===== src/pidc_pkg.sv =====
// ---------------------------------------------------------------------------
// pidc_pkg: shared definitions for the clamped PID controller
// Field widths, derived datapath widths, register indexes and the status
// record that the serial arithmetic units report.
// ---------------------------------------------------------------------------
`default_nettype none

package pidc_pkg;

  // field widths
  localparam int DATA_WIDTH     = 16;  // error, gains, limits, output (Q8.8)
  localparam int INTEGRAL_WIDTH = 40;  // integrator (Q.24)
  localparam int STEP_W         = 16;  // step time (Q0.16)
  localparam int OUT_SHIFT      = 8;   // Q.16 sum -> Q8.8
  localparam int CFG_IDX_W      = 3;

  // multiplier: signed MA_W x signed MB_W, one multiplier bit per cycle
  localparam int MA_W = INTEGRAL_WIDTH;
  localparam int MB_W = ((DATA_WIDTH > STEP_W) ? DATA_WIDTH : STEP_W) + 1;
  localparam int MP_W = MA_W + MB_W;

  // divider: |diff| * 2^16 / step_time, one quotient bit per cycle
  localparam int DIFF_W = DATA_WIDTH + 1;
  localparam int NUM_W  = DATA_WIDTH + STEP_W;

  // Q.16 term accumulator
  localparam int SUM_W = INTEGRAL_WIDTH + DATA_WIDTH - STEP_W + 2;

  // configuration register indexes
  localparam logic [CFG_IDX_W-1:0] REG_KP   = 3'd0;
  localparam logic [CFG_IDX_W-1:0] REG_KI   = 3'd1;
  localparam logic [CFG_IDX_W-1:0] REG_KD   = 3'd2;
  localparam logic [CFG_IDX_W-1:0] REG_OMAX = 3'd3;
  localparam logic [CFG_IDX_W-1:0] REG_OMIN = 3'd4;

  typedef struct packed {
    logic busy;
    logic done;   // one-cycle pulse, result valid and held
  } unit_stat_t;

endpackage

`default_nettype wire


===== src/pidc_mul.sv =====
// ---------------------------------------------------------------------------
// pidc_mul: bit-serial signed multiplier
// Right-shifting shift-add: one multiplier bit per cycle, top bit subtracts.
// ---------------------------------------------------------------------------
`default_nettype none

module pidc_mul (
  input  logic                               clk,
  input  logic                               rst_n,
  input  logic                               start,
  input  logic signed [pidc_pkg::MA_W-1:0]   a,
  input  logic signed [pidc_pkg::MB_W-1:0]   b,
  output pidc_pkg::unit_stat_t               stat,
  output logic signed [pidc_pkg::MP_W-1:0]   p
);

  localparam int MA_W   = pidc_pkg::MA_W;
  localparam int MB_W   = pidc_pkg::MB_W;
  localparam int MCNT_W = $clog2(MB_W + 1);

  logic signed [MA_W-1:0] a_r, a_nxt;
  logic signed [MA_W:0]   hi_r, hi_nxt;
  logic [MB_W-1:0]        lo_r, lo_nxt;
  logic [MCNT_W-1:0]      cnt_r, cnt_nxt;
  logic                   busy_r, busy_nxt;
  logic                   done_r, done_nxt;

  logic signed [MA_W:0]   a_ext;
  logic signed [MA_W:0]   addend;
  logic signed [MA_W:0]   sum;
  logic                   last;

  always_comb begin
    a_ext  = {a_r[MA_W-1], a_r};
    last   = (cnt_r == MCNT_W'(1));
    addend = '0;
    if (lo_r[0]) begin
      addend = last ? -a_ext : a_ext;
    end
    sum = hi_r + addend;

    a_nxt    = a_r;
    hi_nxt   = hi_r;
    lo_nxt   = lo_r;
    cnt_nxt  = cnt_r;
    busy_nxt = busy_r;
    done_nxt = 1'b0;
    if (start) begin
      a_nxt    = a;
      hi_nxt   = '0;
      lo_nxt   = b;
      cnt_nxt  = MCNT_W'(MB_W);
      busy_nxt = 1'b1;
    end else if (busy_r) begin
      hi_nxt  = {sum[MA_W], sum[MA_W:1]};
      lo_nxt  = {sum[0], lo_r[MB_W-1:1]};
      cnt_nxt = cnt_r - MCNT_W'(1);
      if (last) begin
        busy_nxt = 1'b0;
        done_nxt = 1'b1;
      end
    end
  end

  always_ff @(posedge clk) begin
    if (!rst_n) begin
      busy_r <= 1'b0;
      done_r <= 1'b0;
      cnt_r  <= '0;
    end else begin
      busy_r <= busy_nxt;
      done_r <= done_nxt;
      cnt_r  <= cnt_nxt;
    end
  end

  always_ff @(posedge clk) begin
    a_r  <= a_nxt;
    hi_r <= hi_nxt;
    lo_r <= lo_nxt;
  end

  assign stat.busy = busy_r;
  assign stat.done = done_r;
  assign p         = {hi_r[MA_W-1:0], lo_r};

endmodule

`default_nettype wire


===== src/pidc_div.sv =====
// ---------------------------------------------------------------------------
// pidc_div: bit-serial unsigned restoring divider
// Numerator shifts out MSB first; one quotient bit per cycle.
// ---------------------------------------------------------------------------
`default_nettype none

module pidc_div (
  input  logic                            clk,
  input  logic                            rst_n,
  input  logic                            start,
  input  logic [pidc_pkg::NUM_W-1:0]      num,
  input  logic [pidc_pkg::STEP_W-1:0]     den,
  output pidc_pkg::unit_stat_t            stat,
  output logic [pidc_pkg::NUM_W-1:0]      quo
);

  localparam int NUM_W  = pidc_pkg::NUM_W;
  localparam int DEN_W  = pidc_pkg::STEP_W;
  localparam int DCNT_W = $clog2(NUM_W + 1);

  logic [NUM_W-1:0]  num_r, num_nxt;
  logic [DEN_W-1:0]  den_r, den_nxt;
  logic [DEN_W-1:0]  rem_r, rem_nxt;
  logic [NUM_W-1:0]  quo_r, quo_nxt;
  logic [DCNT_W-1:0] cnt_r, cnt_nxt;
  logic              busy_r, busy_nxt;
  logic              done_r, done_nxt;

  logic [DEN_W:0]    shifted;
  logic [DEN_W+1:0]  trial;
  logic              ge;

  always_comb begin
    shifted = {rem_r, num_r[NUM_W-1]};
    trial   = {1'b0, shifted} - {2'b00, den_r};
    ge      = ~trial[DEN_W+1];

    num_nxt  = num_r;
    den_nxt  = den_r;
    rem_nxt  = rem_r;
    quo_nxt  = quo_r;
    cnt_nxt  = cnt_r;
    busy_nxt = busy_r;
    done_nxt = 1'b0;
    if (start) begin
      num_nxt  = num;
      den_nxt  = den;
      rem_nxt  = '0;
      quo_nxt  = '0;
      cnt_nxt  = DCNT_W'(NUM_W);
      busy_nxt = 1'b1;
    end else if (busy_r) begin
      num_nxt = {num_r[NUM_W-2:0], 1'b0};
      rem_nxt = ge ? trial[DEN_W-1:0] : shifted[DEN_W-1:0];
      quo_nxt = {quo_r[NUM_W-2:0], ge};
      cnt_nxt = cnt_r - DCNT_W'(1);
      if (cnt_r == DCNT_W'(1)) begin
        busy_nxt = 1'b0;
        done_nxt = 1'b1;
      end
    end
  end

  always_ff @(posedge clk) begin
    if (!rst_n) begin
      busy_r <= 1'b0;
      done_r <= 1'b0;
      cnt_r  <= '0;
    end else begin
      busy_r <= busy_nxt;
      done_r <= done_nxt;
      cnt_r  <= cnt_nxt;
    end
  end

  always_ff @(posedge clk) begin
    num_r <= num_nxt;
    den_r <= den_nxt;
    rem_r <= rem_nxt;
    quo_r <= quo_nxt;
  end

  assign stat.busy = busy_r;
  assign stat.done = done_r;
  assign quo       = quo_r;

endmodule

`default_nettype wire


===== src/pid_controller_clamped_top.sv =====
// ---------------------------------------------------------------------------
// pid_controller_clamped_top: discrete PID controller with output clamp
// Saturating integrator, derivative by serial divide, Q8.8 output clamped
// to programmable limits. Two bit-serial multipliers and one bit-serial
// divider do all the arithmetic.
// ---------------------------------------------------------------------------
//
//  channel  direction  handshake            payload
//  -------  ---------  -------------------  ------------------------------
//  in_      sink       in_valid / in_stall   in_error_in, in_step_time
//  out_     source     out_valid / out_stall out_control_out
//  cfg_     sink       cfg_valid / cfg_ready cfg_index, cfg_data
//
//  One request at a time: the block takes no new item until it is back in
//  idle. The three serial multiply passes (e*dt with kp*e, ki*I, kd*D) on
//  MB_W = 17 multiplier bits run in turn and set the time per item;
//  the 32-step divide runs beside the first two passes.
//  Reset (rst_n low, synchronous) clears gains to 0, limits to full range,
//  the integrator and previous error to 0, and arms the first-sample flag.
//  A stalled result sits in the output register; the next item is accepted
//  meanwhile and waits in its final state until the register frees up.
//  cfg_ready is always high; unknown register indexes are dropped.
// ---------------------------------------------------------------------------
`default_nettype none

module pid_controller_clamped_top (
  input  logic                                   clk,
  input  logic                                   rst_n,
  // input requests
  input  logic                                   in_valid,
  output logic                                   in_stall,
  input  logic signed [pidc_pkg::DATA_WIDTH-1:0] in_error_in,
  input  logic [pidc_pkg::STEP_W-1:0]            in_step_time,
  // results
  output logic                                   out_valid,
  input  logic                                   out_stall,
  output logic signed [pidc_pkg::DATA_WIDTH-1:0] out_control_out,
  // configuration writes
  input  logic                                   cfg_valid,
  output logic                                   cfg_ready,
  input  logic [pidc_pkg::CFG_IDX_W-1:0]         cfg_index,
  input  logic [pidc_pkg::DATA_WIDTH-1:0]        cfg_data
);

  localparam int DW     = pidc_pkg::DATA_WIDTH;
  localparam int IW     = pidc_pkg::INTEGRAL_WIDTH;
  localparam int SW     = pidc_pkg::STEP_W;
  localparam int MA_W   = pidc_pkg::MA_W;
  localparam int MB_W   = pidc_pkg::MB_W;
  localparam int MP_W   = pidc_pkg::MP_W;
  localparam int NUM_W  = pidc_pkg::NUM_W;
  localparam int DIFF_W = pidc_pkg::DIFF_W;
  localparam int SUM_W  = pidc_pkg::SUM_W;

  // sequencer states
  localparam logic [2:0] S_IDLE   = 3'd0;  // waiting for a request
  localparam logic [2:0] S_LAUNCH = 3'd1;  // start divide, e*dt, kp*e
  localparam logic [2:0] S_INT    = 3'd2;  // integrator update, kp term
  localparam logic [2:0] S_KI     = 3'd3;  // start ki*I
  localparam logic [2:0] S_KIW    = 3'd4;  // add ki term
  localparam logic [2:0] S_KD     = 3'd5;  // start kd*D once divide is done
  localparam logic [2:0] S_KDW    = 3'd6;  // add kd term
  localparam logic [2:0] S_OUT    = 3'd7;  // clamp, load output register

  // configuration
  logic signed [DW-1:0] kp_r, kp_nxt;
  logic signed [DW-1:0] ki_r, ki_nxt;
  logic signed [DW-1:0] kd_r, kd_nxt;
  logic signed [DW-1:0] omax_r, omax_nxt;
  logic signed [DW-1:0] omin_r, omin_nxt;

  // controller state
  logic [2:0]             state_r, state_nxt;
  logic                   first_r, first_nxt;
  logic signed [DW-1:0]   prev_r, prev_nxt;
  logic signed [IW-1:0]   integral_r, integral_nxt;

  // per-item working registers (payload)
  logic signed [DW-1:0]     e_r, e_nxt;
  logic [SW-1:0]            dt_r, dt_nxt;
  logic signed [DIFF_W-1:0] diff_r, diff_nxt;
  logic signed [SUM_W-1:0]  acc_r, acc_nxt;

  // output register
  logic                 out_valid_r, out_valid_nxt;
  logic signed [DW-1:0] out_data_r, out_data_nxt;

  // arithmetic units
  pidc_pkg::unit_stat_t     mul0_stat, mul1_stat, div_stat;
  logic                     mul0_start, mul1_start, div_start;
  logic signed [MA_W-1:0]   mul0_a, mul1_a;
  logic signed [MB_W-1:0]   mul0_b, mul1_b;
  logic signed [MP_W-1:0]   mul0_p, mul1_p;
  logic [NUM_W-1:0]         div_num, div_quo;

  // combinational helpers
  logic                     in_acc, out_acc, can_load;
  logic signed [DW-1:0]     prev_eff;
  logic signed [DIFF_W-1:0] diff_mag;
  logic signed [DW-1:0]     d_val;
  logic                     q_over_pos, q_over_neg;
  logic signed [IW:0]       isum;
  logic signed [IW-1:0]     isat;
  logic signed [MP_W-1:0]   ki_sh;
  logic signed [SUM_W-1:0]  y;
  logic signed [SUM_W-1:0]  omax_ext, omin_ext;
  logic signed [DW-1:0]     y_clamped;

  assign in_acc    = in_valid & ~in_stall;
  assign out_acc   = out_valid_r & ~out_stall;
  assign can_load  = ~out_valid_r | ~out_stall;
  assign in_stall  = (state_r != S_IDLE);
  assign cfg_ready = 1'b1;

  // derivative numerator: |e - prev| * 2^16
  assign prev_eff = first_r ? in_error_in : prev_r;
  assign diff_mag = diff_r[DIFF_W-1] ? -diff_r : diff_r;
  assign div_num  = {diff_mag[DW-1:0], {SW{1'b0}}};

  // quotient -> saturated signed derivative; zero step time forces zero
  assign q_over_pos = |div_quo[NUM_W-1:DW-1];
  assign q_over_neg = (|div_quo[NUM_W-1:DW]) | (div_quo[DW-1] & (|div_quo[DW-2:0]));
  always_comb begin
    if (dt_r == '0) begin
      d_val = '0;
    end else if (!diff_r[DIFF_W-1]) begin
      d_val = q_over_pos ? {1'b0, {(DW-1){1'b1}}} : div_quo[DW-1:0];
    end else begin
      d_val = q_over_neg ? {1'b1, {(DW-1){1'b0}}} : -div_quo[DW-1:0];
    end
  end

  // saturating integrator add (e*dt fits well inside IW+1 bits)
  assign isum = {integral_r[IW-1], integral_r} + mul0_p[IW:0];
  always_comb begin
    if (isum[IW] != isum[IW-1]) begin
      isat = isum[IW] ? {1'b1, {(IW-1){1'b0}}} : {1'b0, {(IW-1){1'b1}}};
    end else begin
      isat = isum[IW-1:0];
    end
  end

  // floor(ki*I / 2^16)
  assign ki_sh = mul0_p >>> SW;

  // Q.16 -> Q8.8 floor, then clamp; upper limit is tested first, so it wins when y exceeds both
  assign y        = acc_r >>> pidc_pkg::OUT_SHIFT;
  assign omax_ext = {{(SUM_W-DW){omax_r[DW-1]}}, omax_r};
  assign omin_ext = {{(SUM_W-DW){omin_r[DW-1]}}, omin_r};
  always_comb begin
    if (y > omax_ext) begin
      y_clamped = omax_r;
    end else if (y < omin_ext) begin
      y_clamped = omin_r;
    end else begin
      y_clamped = y[DW-1:0];
    end
  end

  // unit operand select
  always_comb begin
    mul0_start = (state_r == S_LAUNCH) | (state_r == S_KI);
    mul1_start = (state_r == S_LAUNCH) | ((state_r == S_KD) & ~div_stat.busy);
    div_start  = (state_r == S_LAUNCH);
    if (state_r == S_LAUNCH) begin
      mul0_a = {{(MA_W-DW){e_r[DW-1]}}, e_r};
      mul0_b = {{(MB_W-SW){1'b0}}, dt_r};
      mul1_a = {{(MA_W-DW){e_r[DW-1]}}, e_r};
      mul1_b = {{(MB_W-DW){kp_r[DW-1]}}, kp_r};
    end else begin
      mul0_a = integral_r;
      mul0_b = {{(MB_W-DW){ki_r[DW-1]}}, ki_r};
      mul1_a = {{(MA_W-DW){d_val[DW-1]}}, d_val};
      mul1_b = {{(MB_W-DW){kd_r[DW-1]}}, kd_r};
    end
  end

  pidc_mul u_mul0 (
    .clk   (clk),
    .rst_n (rst_n),
    .start (mul0_start),
    .a     (mul0_a),
    .b     (mul0_b),
    .stat  (mul0_stat),
    .p     (mul0_p)
  );

  pidc_mul u_mul1 (
    .clk   (clk),
    .rst_n (rst_n),
    .start (mul1_start),
    .a     (mul1_a),
    .b     (mul1_b),
    .stat  (mul1_stat),
    .p     (mul1_p)
  );

  pidc_div u_div (
    .clk   (clk),
    .rst_n (rst_n),
    .start (div_start),
    .num   (div_num),
    .den   (dt_r),
    .stat  (div_stat),
    .quo   (div_quo)
  );

  // configuration writes
  always_comb begin
    kp_nxt   = kp_r;
    ki_nxt   = ki_r;
    kd_nxt   = kd_r;
    omax_nxt = omax_r;
    omin_nxt = omin_r;
    if (cfg_valid) begin
      case (cfg_index)
        pidc_pkg::REG_KP:   kp_nxt   = cfg_data;
        pidc_pkg::REG_KI:   ki_nxt   = cfg_data;
        pidc_pkg::REG_KD:   kd_nxt   = cfg_data;
        pidc_pkg::REG_OMAX: omax_nxt = cfg_data;
        pidc_pkg::REG_OMIN: omin_nxt = cfg_data;
        default: ;
      endcase
    end
  end

  // sequencer
  always_comb begin
    state_nxt     = state_r;
    first_nxt     = first_r;
    prev_nxt      = prev_r;
    integral_nxt  = integral_r;
    e_nxt         = e_r;
    dt_nxt        = dt_r;
    diff_nxt      = diff_r;
    acc_nxt       = acc_r;
    out_valid_nxt = out_valid_r & ~out_acc;
    out_data_nxt  = out_data_r;

    case (state_r)
      S_IDLE: begin
        if (in_acc) begin
          e_nxt     = in_error_in;
          dt_nxt    = in_step_time;
          diff_nxt  = {in_error_in[DW-1], in_error_in} - {prev_eff[DW-1], prev_eff};
          prev_nxt  = in_error_in;
          first_nxt = 1'b0;
          state_nxt = S_LAUNCH;
        end
      end
      S_LAUNCH: begin
        state_nxt = S_INT;
      end
      S_INT: begin
        if (mul0_stat.done) begin
          integral_nxt = isat;
          acc_nxt      = mul1_p[SUM_W-1:0];
          state_nxt    = S_KI;
        end
      end
      S_KI: begin
        state_nxt = S_KIW;
      end
      S_KIW: begin
        if (mul0_stat.done) begin
          acc_nxt   = acc_r + ki_sh[SUM_W-1:0];
          state_nxt = S_KD;
        end
      end
      S_KD: begin
        if (!div_stat.busy) begin
          state_nxt = S_KDW;
        end
      end
      S_KDW: begin
        if (mul1_stat.done) begin
          acc_nxt   = acc_r + mul1_p[SUM_W-1:0];
          state_nxt = S_OUT;
        end
      end
      S_OUT: begin
        if (can_load) begin
          out_valid_nxt = 1'b1;
          out_data_nxt  = y_clamped;
          state_nxt     = S_IDLE;
        end
      end
      default: begin
        state_nxt = S_IDLE;
      end
    endcase
  end

  always_ff @(posedge clk) begin
    if (!rst_n) begin
      kp_r        <= '0;
      ki_r        <= '0;
      kd_r        <= '0;
      omax_r      <= {1'b0, {(DW-1){1'b1}}};
      omin_r      <= {1'b1, {(DW-1){1'b0}}};
      state_r     <= S_IDLE;
      first_r     <= 1'b1;
      prev_r      <= '0;
      integral_r  <= '0;
      out_valid_r <= 1'b0;
    end else begin
      kp_r        <= kp_nxt;
      ki_r        <= ki_nxt;
      kd_r        <= kd_nxt;
      omax_r      <= omax_nxt;
      omin_r      <= omin_nxt;
      state_r     <= state_nxt;
      first_r     <= first_nxt;
      prev_r      <= prev_nxt;
      integral_r  <= integral_nxt;
      out_valid_r <= out_valid_nxt;
    end
  end

  always_ff @(posedge clk) begin
    e_r        <= e_nxt;
    dt_r       <= dt_nxt;
    diff_r     <= diff_nxt;
    acc_r      <= acc_nxt;
    out_data_r <= out_data_nxt;
  end

  assign out_valid       = out_valid_r;
  assign out_control_out = out_data_r;

`ifndef SYNTH
  // both multipliers start together at launch and must finish together
  a_mul_lockstep: assert property (@(posedge clk) disable iff (!rst_n)
    (state_r == S_INT && mul0_stat.done) |-> mul1_stat.done)
    else $error("multiplier pair out of step at integrator update");

  // any accepted request retires the first-sample flag
  a_first_clear: assert property (@(posedge clk) disable iff (!rst_n)
    (in_valid && !in_stall) |=> !first_r)
    else $error("first-sample flag still set after a request");

  // integrator only moves during the update step of an item
  a_int_hold: assert property (@(posedge clk) disable iff (!rst_n)
    (state_r == S_IDLE) |=> $stable(integral_r))
    else $error("integrator changed while idle");
`endif

endmodule

`default_nettype wire


===== config.mk =====
export PLATFORM = sky130hd
export DESIGN_NAME = pid_controller_clamped_top
export DESIGN_NICKNAME = d
export VERILOG_FILES = /design/src/pidc_pkg.sv /design/src/pidc_mul.sv /design/src/pidc_div.sv /design/src/pid_controller_clamped_top.sv
export SDC_FILE = /design/constraint.sdc
export NUM_CORES = 2
export LEC_CHECK = 0
export BUFFER_PORTS_ARGS = -buffer_cell sky130_fd_sc_hd__buf_2
export CAP_MARGIN = 20
export CORE_AREA = 2 2 340 342
export CTS_CLUSTER_DIAMETER = 30
export CTS_CLUSTER_SIZE = 8
export DETAILED_ROUTE_END_ITERATION = 7
export DIE_AREA = 0 0 342 344
export PLACE_DENSITY = 0.55
export SYNTH_ARGS = -nofsm -noshare
export SYNTH_HDL_FRONTEND = slang
export SYNTH_SLANG_ARGS = --single-unit
export TNS_END_PERCENT = 10

===== constraint.sdc =====
create_clock -name clk -period 7.6 [get_ports clk]
set_input_delay 1.14 -clock clk [delete_from_list [all_inputs] [get_ports clk]]
set_output_delay 1.14 -clock clk [all_outputs]
set_load 0.1 [all_outputs]

## Word-level counts from Yosys, hierarchy flattened

Cells that the tools add are included.

- Register bits: 543
- Input port bits: 56
- Output and inout bits: 19

- Add/sub/neg operators: 14
- Order comparisons: 2
- Equal/unequal tests: 21
- Multiplexer cells: 55
- Bitwise logic cells: 18
- Reduce and logical (&&, ||, !) cells: 26

Operators with widths:

| cell | count |
|---|---|
| 41-bit two-way mux | 4 |
| 40-bit two-way mux | 4 |
| 16-bit two-way mux | 9 |
| 42-bit two-way mux | 3 |
| 42-bit case mux with 3 select lines | 1 |
| 17-bit two-way mux | 6 |
| 42-bit adder | 2 |
| 40-bit by 41-bit adder with 41-bit output | 2 |
| 40-bit negation with 41-bit output | 2 |
| 32-bit two-way mux | 2 |
| 41-bit adder | 1 |
| 34-bit by 16-bit > comparator with 1-bit output | 1 |
| 34-bit by 16-bit less-than comparator with 1-bit output | 1 |
| 16-bit negation | 2 |
| 3-bit case mux with 8 select lines | 1 |
| 5-bit two-way mux | 4 |
| 3-bit two-way mux | 6 |
| 17-bit by 16-bit subtractor with 18-bit output | 1 |
| 17-bit OR reduction | 1 |
| 16-bit by 16-bit subtractor with 17-bit output | 1 |
| 16-bit logical NOT | 1 |
| 2-bit AND reduction | 8 |
| 16-bit OR reduction | 1 |
| 3-bit equality test (second input constant) | 5 |
| other kinds (22) | 67 |

## Longest topological paths before layout

- Depth in word-level cells: 7
- Gate-level depth with buffers: 22
- Depth with buffers taken out: 22

## Hierarchy

From an unflattened synthesis, not the netlist that was laid out.

- Cells, all modules: 4021
- Area, all modules: 36523.8 µm²

Modules (own cells, without submodules):

| module | times used | cells an instance | area each (µm²) |
|---|---|---|---|
| pid_controller_clamped_top | 1 | 2162 | 18013.5 |
| pidc_mul at u_mul1 | 1 | 745 | 6976.7 |
| pidc_mul at u_mul0 | 1 | 688 | 6705.2 |
| pidc_div | 1 | 426 | 4828.4 |

## Least setup slack after synthesis

Ideal clock, no wire load.

- Path kind: flip-flop to flip-flop
- Start point: reg u_mul0.a_r[2]
- End point: reg, netlist name u_mul0.hi_r[39]
- Arrival: 4584 ps
- Required time: 7531 ps
- Setup slack: 2947 ps
- Cell stages (with the launch flop): 23
- Period minus slack after synthesis: 4653 ps
- Path through: edfxtp_1 > nor2_1 > nand2_1 > nor4_1 > nand2_1 > or2_2 > nand2b_1 > nor4_1 > a21oi_1 > xnor2_1 > nor2_1 > ha_1 > a21o_1 > a21o_1 > a21o_1 > a21oi_1 > nor2b_1 > o21ai_0 > nand2b_1 > a21o_1 > or3_1 > a211o_1 > o21ai_1

- Word-level cells in the longest chain between the ends: 4

Ends and longest elaborated chain:

| element | RTL line | RTL |
|---|---|---|
| start: declaration | pidc_mul.sv:21 | `logic signed [MA_W-1:0] a_r, a_nxt;` |
| start signal: assignment | pidc_mul.sv:78 | `a_r <= a_nxt;` |
| 40-bit negation with 41-bit output | pidc_mul.sv:38 | `addend = last ? -a_ext : a_ext;` |
| 41-bit two-way mux (*) | pidc_mul.sv:38 |  |
| 41-bit two-way mux (*) | pidc_mul.sv:37 | `if (lo_r[0]) begin` |
| 40-bit by 41-bit adder with 41-bit output (*) | pidc_mul.sv:40 | `sum = hi_r + addend;` |

Mark *: on every way between the ends. The rest lies on a longest branch, timed or not.
A chain may end at the register's enable or synchronous reset.

## Final worst setup path

- Start point: reg u_mul0.a_r[2]
- End point: reg, netlist name u_mul0.hi_r[39]

- Word-level cells in the longest chain between the ends: 4

Ends and longest elaborated chain:

| element | RTL line |
|---|---|
| 40-bit negation with 41-bit output | pidc_mul.sv:38 |
| 41-bit two-way mux (*) | pidc_mul.sv:38 |
| 41-bit two-way mux (*) | pidc_mul.sv:37 |
| 40-bit by 41-bit adder with 41-bit output (*) | pidc_mul.sv:40 |

Marked as above.

==> impl_metrics.csv <==
group,metric,value,unit
timing,final_hold_viol_count,0,
floorplanning,start_util,29.9,%
clock_tree,clkSinkCount,519,
clock_tree,cts_resized,0,
synth,syn-cell-area,0.0341,mm^2
critical_path,reg2reg_depth,22,
cells_and_area,final_util,35.8,%
clock_tree,clock_latency,0.73,ns
flow_run,cap_violations,0,
drt,vias_per_cell,5.02,
clock_tree,cts_tree,"yes",
global_route,gr-total-overflow,0,
timing,hold_ws,0.461,ns
floorplanning,num_rows,124,
cells_and_area,nets,4221,
synth,synth_area_leaders,"edfxtp_1 20%, dfxtp_1 17%, ha_1 10%, nand2_1 5.4%, mux2i_1 4.9%",
drt,ant_nets,0,
pwr,p_sw_share,34.5,%
pwr,power_frac_comb,32.1,%
synth,synthArstFlopShare,0,%
timing,period_share,72.2,%
clock_tree,postCtsHoldBufs,0,
pwr,power.internal,9.71,mW
floorplanning,die_area,0.118,mm^2
drt,drt_wl_total,95.9,mm
hold_path,hp-start,"prev_r[1]",
pwr,seqPwrFrac,27.3,%
drt,first_pass_iters,5,
synth,synth_top_area_share,20.2,%
timing,fin_setup_tns,0,ns
floorplanning,die_w,342,um
timing,fin_skew,0.0482,ns
placement,globalplace.congestion,0.847,
hold_path,hold_end,"prev_r[1]",
critical_path,reg2reg_setup_slack,2.12,ns
global_route,grt_pass1_vias,27000,
pwr,p_sw,5.11,mW
clock_tree,post_cts_buffers,0,
cells_and_area,area_delta_synth_final,19.6,%
clock_tree,cts_buffers,136,
global_route,grt_pass1_wl,152,mm
cells_and_area,drive_gt1_share,11.6,%
critical_path,start_kind,"register",
critical_path,reg2reg_from,"u_mul0.a_r[2]",
timing,final_max_slew_viol_count,0,
clock_tree,root_buffer,"clkbuf_16",
outcome,status,"finished clean",
timing,setup_viol,0,
synth,synth_cell_types,86,
synth,synth_edf_count,229,
hold_path,whs_path_depth,2,
placement,port_buffers,73,
cells_and_area,layoutNonFillerInstCount,5515,
floorplanning,coreArea,0.114,mm^2
pwr,cellPowerDensity,364,mW/mm^2
drt,vias,27700,
timing,tightest_slew,1.08,ns
synth,ys_seq_elements,519,
synth,yosysTopAreaCell,"edfxtp_1",
clock_tree,cts_max_path_buffers,3,
clock_tree,h-tree-depth,4,
hold_path,min_path_type,"register to register",
drt,routedWlPerCell,17.4,um
drt,drc_errors,0,
synth,seq_area_frac_synth,37.2,%
cells_and_area,mostFrequentLayoutCells,"492 x nand2_1, 304 x nor2_1, 286 x dfxtp_1, 279 x a21oi_1, 272 x ha_1",
pwr,peakVddDrop,0.247,mV
critical_path,cp.arrival,6.12,ns
synth,synth_flop_cell,"dfxtp_1",
critical_path,critPathMaxFanout,7,
floorplanning,ios,75,
global_route,grt_max_degree,90,
critical_path,required,8.24,ns
pwr,pwr-share-clk,40.6,%
synth,syn_inst,3826,
timing,min_period,5.48,ns
global_route,antenna_found_initial,7,
timing,fmax,182,MHz
critical_path,endpoint_kind,"register",
synth,avgSynthCellArea,8.90,um^2
critical_path,startpoint,"u_mul0.a_r[2]",
placement,numPlacedInstances,5260,
critical_path,worstSetupPathType,"register to register",
floorplanning,fp.dieH,344,um
clock_tree,clkTransAtPathRegs,0.05,ns
cells_and_area,final_common_cell,"nand2_1",
pwr,leakage,17.0,nW
timing,rsz0062_at_grt,"false",
timing,max_slew_margin,28.3,%
drt,drtIter0Drc,1720,
global_route,track_usage,16.2,%
synth,yosys_warnings,0,
placement,place_hpwl,71.3,mm
critical_path,r2r-end,"u_mul0.hi_r[39]",
synth,synth_nets,4160,
-- worst max-delay path by stage --
stage                      end  slack [ns]
2_1_floorplan  u_mul0.hi_r[39]        2.95
3_3_place_gp   u_mul0.hi_r[39]        2.25
3_5_place_dp   u_mul0.hi_r[39]        2.27
4_1_cts        u_mul0.hi_r[39]        2.21
5_1_grt        u_mul0.hi_r[39]        1.60
6_report       u_mul0.hi_r[39]        2.12
-- stage by stage --
step | instance area, um^2 | setup WS [ns] | power (mW)
after global placement | 35900 | 2.25 | 8.80
after global routing | 40700 | 1.60 | 15.7
final | 40700 | 2.12 | 14.8
after floorplan | 34100 | 2.95 | 7.63
after detailed placement | 35900 | 2.27 | 8.83
after CTS | 40700 | 2.21 | 14.9
-- per-layer routing --
| metal | part of all wire (%) | global-route usage [%] |
|---|---|---|
| met3 | 4.1 | 2.76 |
| met2 | 46 | 26.4 |
| met1 | 48 | 21.6 |
| met4 | 2.8 | 6.00 |
| met5 | 0.066 | 0 |
-- cell families after synthesis --
| logic type | count (synthesis) | synth area share, % |
|---|---|---|
| AOI/OAI and AO/OA | 1044 | 19.4 |
| xor gates and xnor gates | 236 | 6.09 |
| adders and majority gates | 313 | 11.5 |
| buffers and inverters | 325 | 3.78 |
| DFF | 519 | 37.2 |
| muxes | 210 | 6.33 |
| other | 1 | 0.0110 |
| and+or+nand+nor | 1178 | 15.6 |
-- synthesized netlist by cell type (14+ instances only) --
library cell  number
buf_1             20
inv_1            141
o21a_1            49
and2_1            21
dfxtp_1          290
o211ai_1          31
a21oi_1          280
edfxtp_1         229
maj3_2            29
nor4_1            18
nor2b_1           54
a21o_1           135
xnor2_1          137
nand2_1          494
and3_1            26
a31oi_1           34
nand2b_1          44
o21bai_1          26
nor2_1           304
nand3_1           50
mux2i_1          167
xor2_1            98
o31ai_1           24
or2_2             14
nor3_1            44
o21ai_0          239
a211oi_1          20
mux2_2            43
nand4_1           44
ha_1             272
clkbuf_1         147
a21boi_0         108
or3_1             25
-- layout make-up --
class	instances	area [um^2]
tap	1512	1890
clock buffer	161	3610
timing repair buffer	106	628
antenna	4	10.0
multi-input combinational	2982	20100
sequential	519	12700
clock inverter	89	1210
fill	11700	73200
inverter	142	533
-- sequential cells by signal (all words and copies together) (netlist names), 17 cells and up --
| name | flops |
|---|---|
| integral_r | 40 |
| u_mul0.lo_r | 17 |
| acc_r | 42 |
| u_mul1.hi_r | 40 |
| u_mul0.a_r | 40 |
| u_div.quo | 32 |
| u_mul1.lo_r | 17 |
| u_mul0.hi_r | 40 |
| diff_r | 17 |
-- worst max-delay path: stages (launching register included) --
cell,delay (ns)
edfxtp_1,0.43
nor2_1,0.23
nand2_1,0.13
nor4_1,0.43
nand2_1,0.14
or2_2,0.32
nand2b_1,0.24
nor4_1,0.75
a21oi_1,0.17
xnor2_1,0.20
nor2_1,0.06
ha_1,0.37
a21o_1,0.23
a21o_1,0.18
a21o_1,0.17
a21oi_1,0.14
nor2b_1,0.06
o21ai_0,0.15
nand2b_1,0.07
a21o_1,0.18
or3_1,0.36
a211o_1,0.29
o21ai_1,0.07
-- power by group through the flow --
stage,clock [mW],sequential (mW),combinational (mW)
finish,6.02,4.04,4.76
global placement,0,4.10,4.70
global route,6.27,4.09,5.36
detailed placement,0,4.11,4.72
floorplan,0,3.80,3.84
CTS,6.12,4.06,4.76
Note: power is estimated with default switching activity, not from simulation.
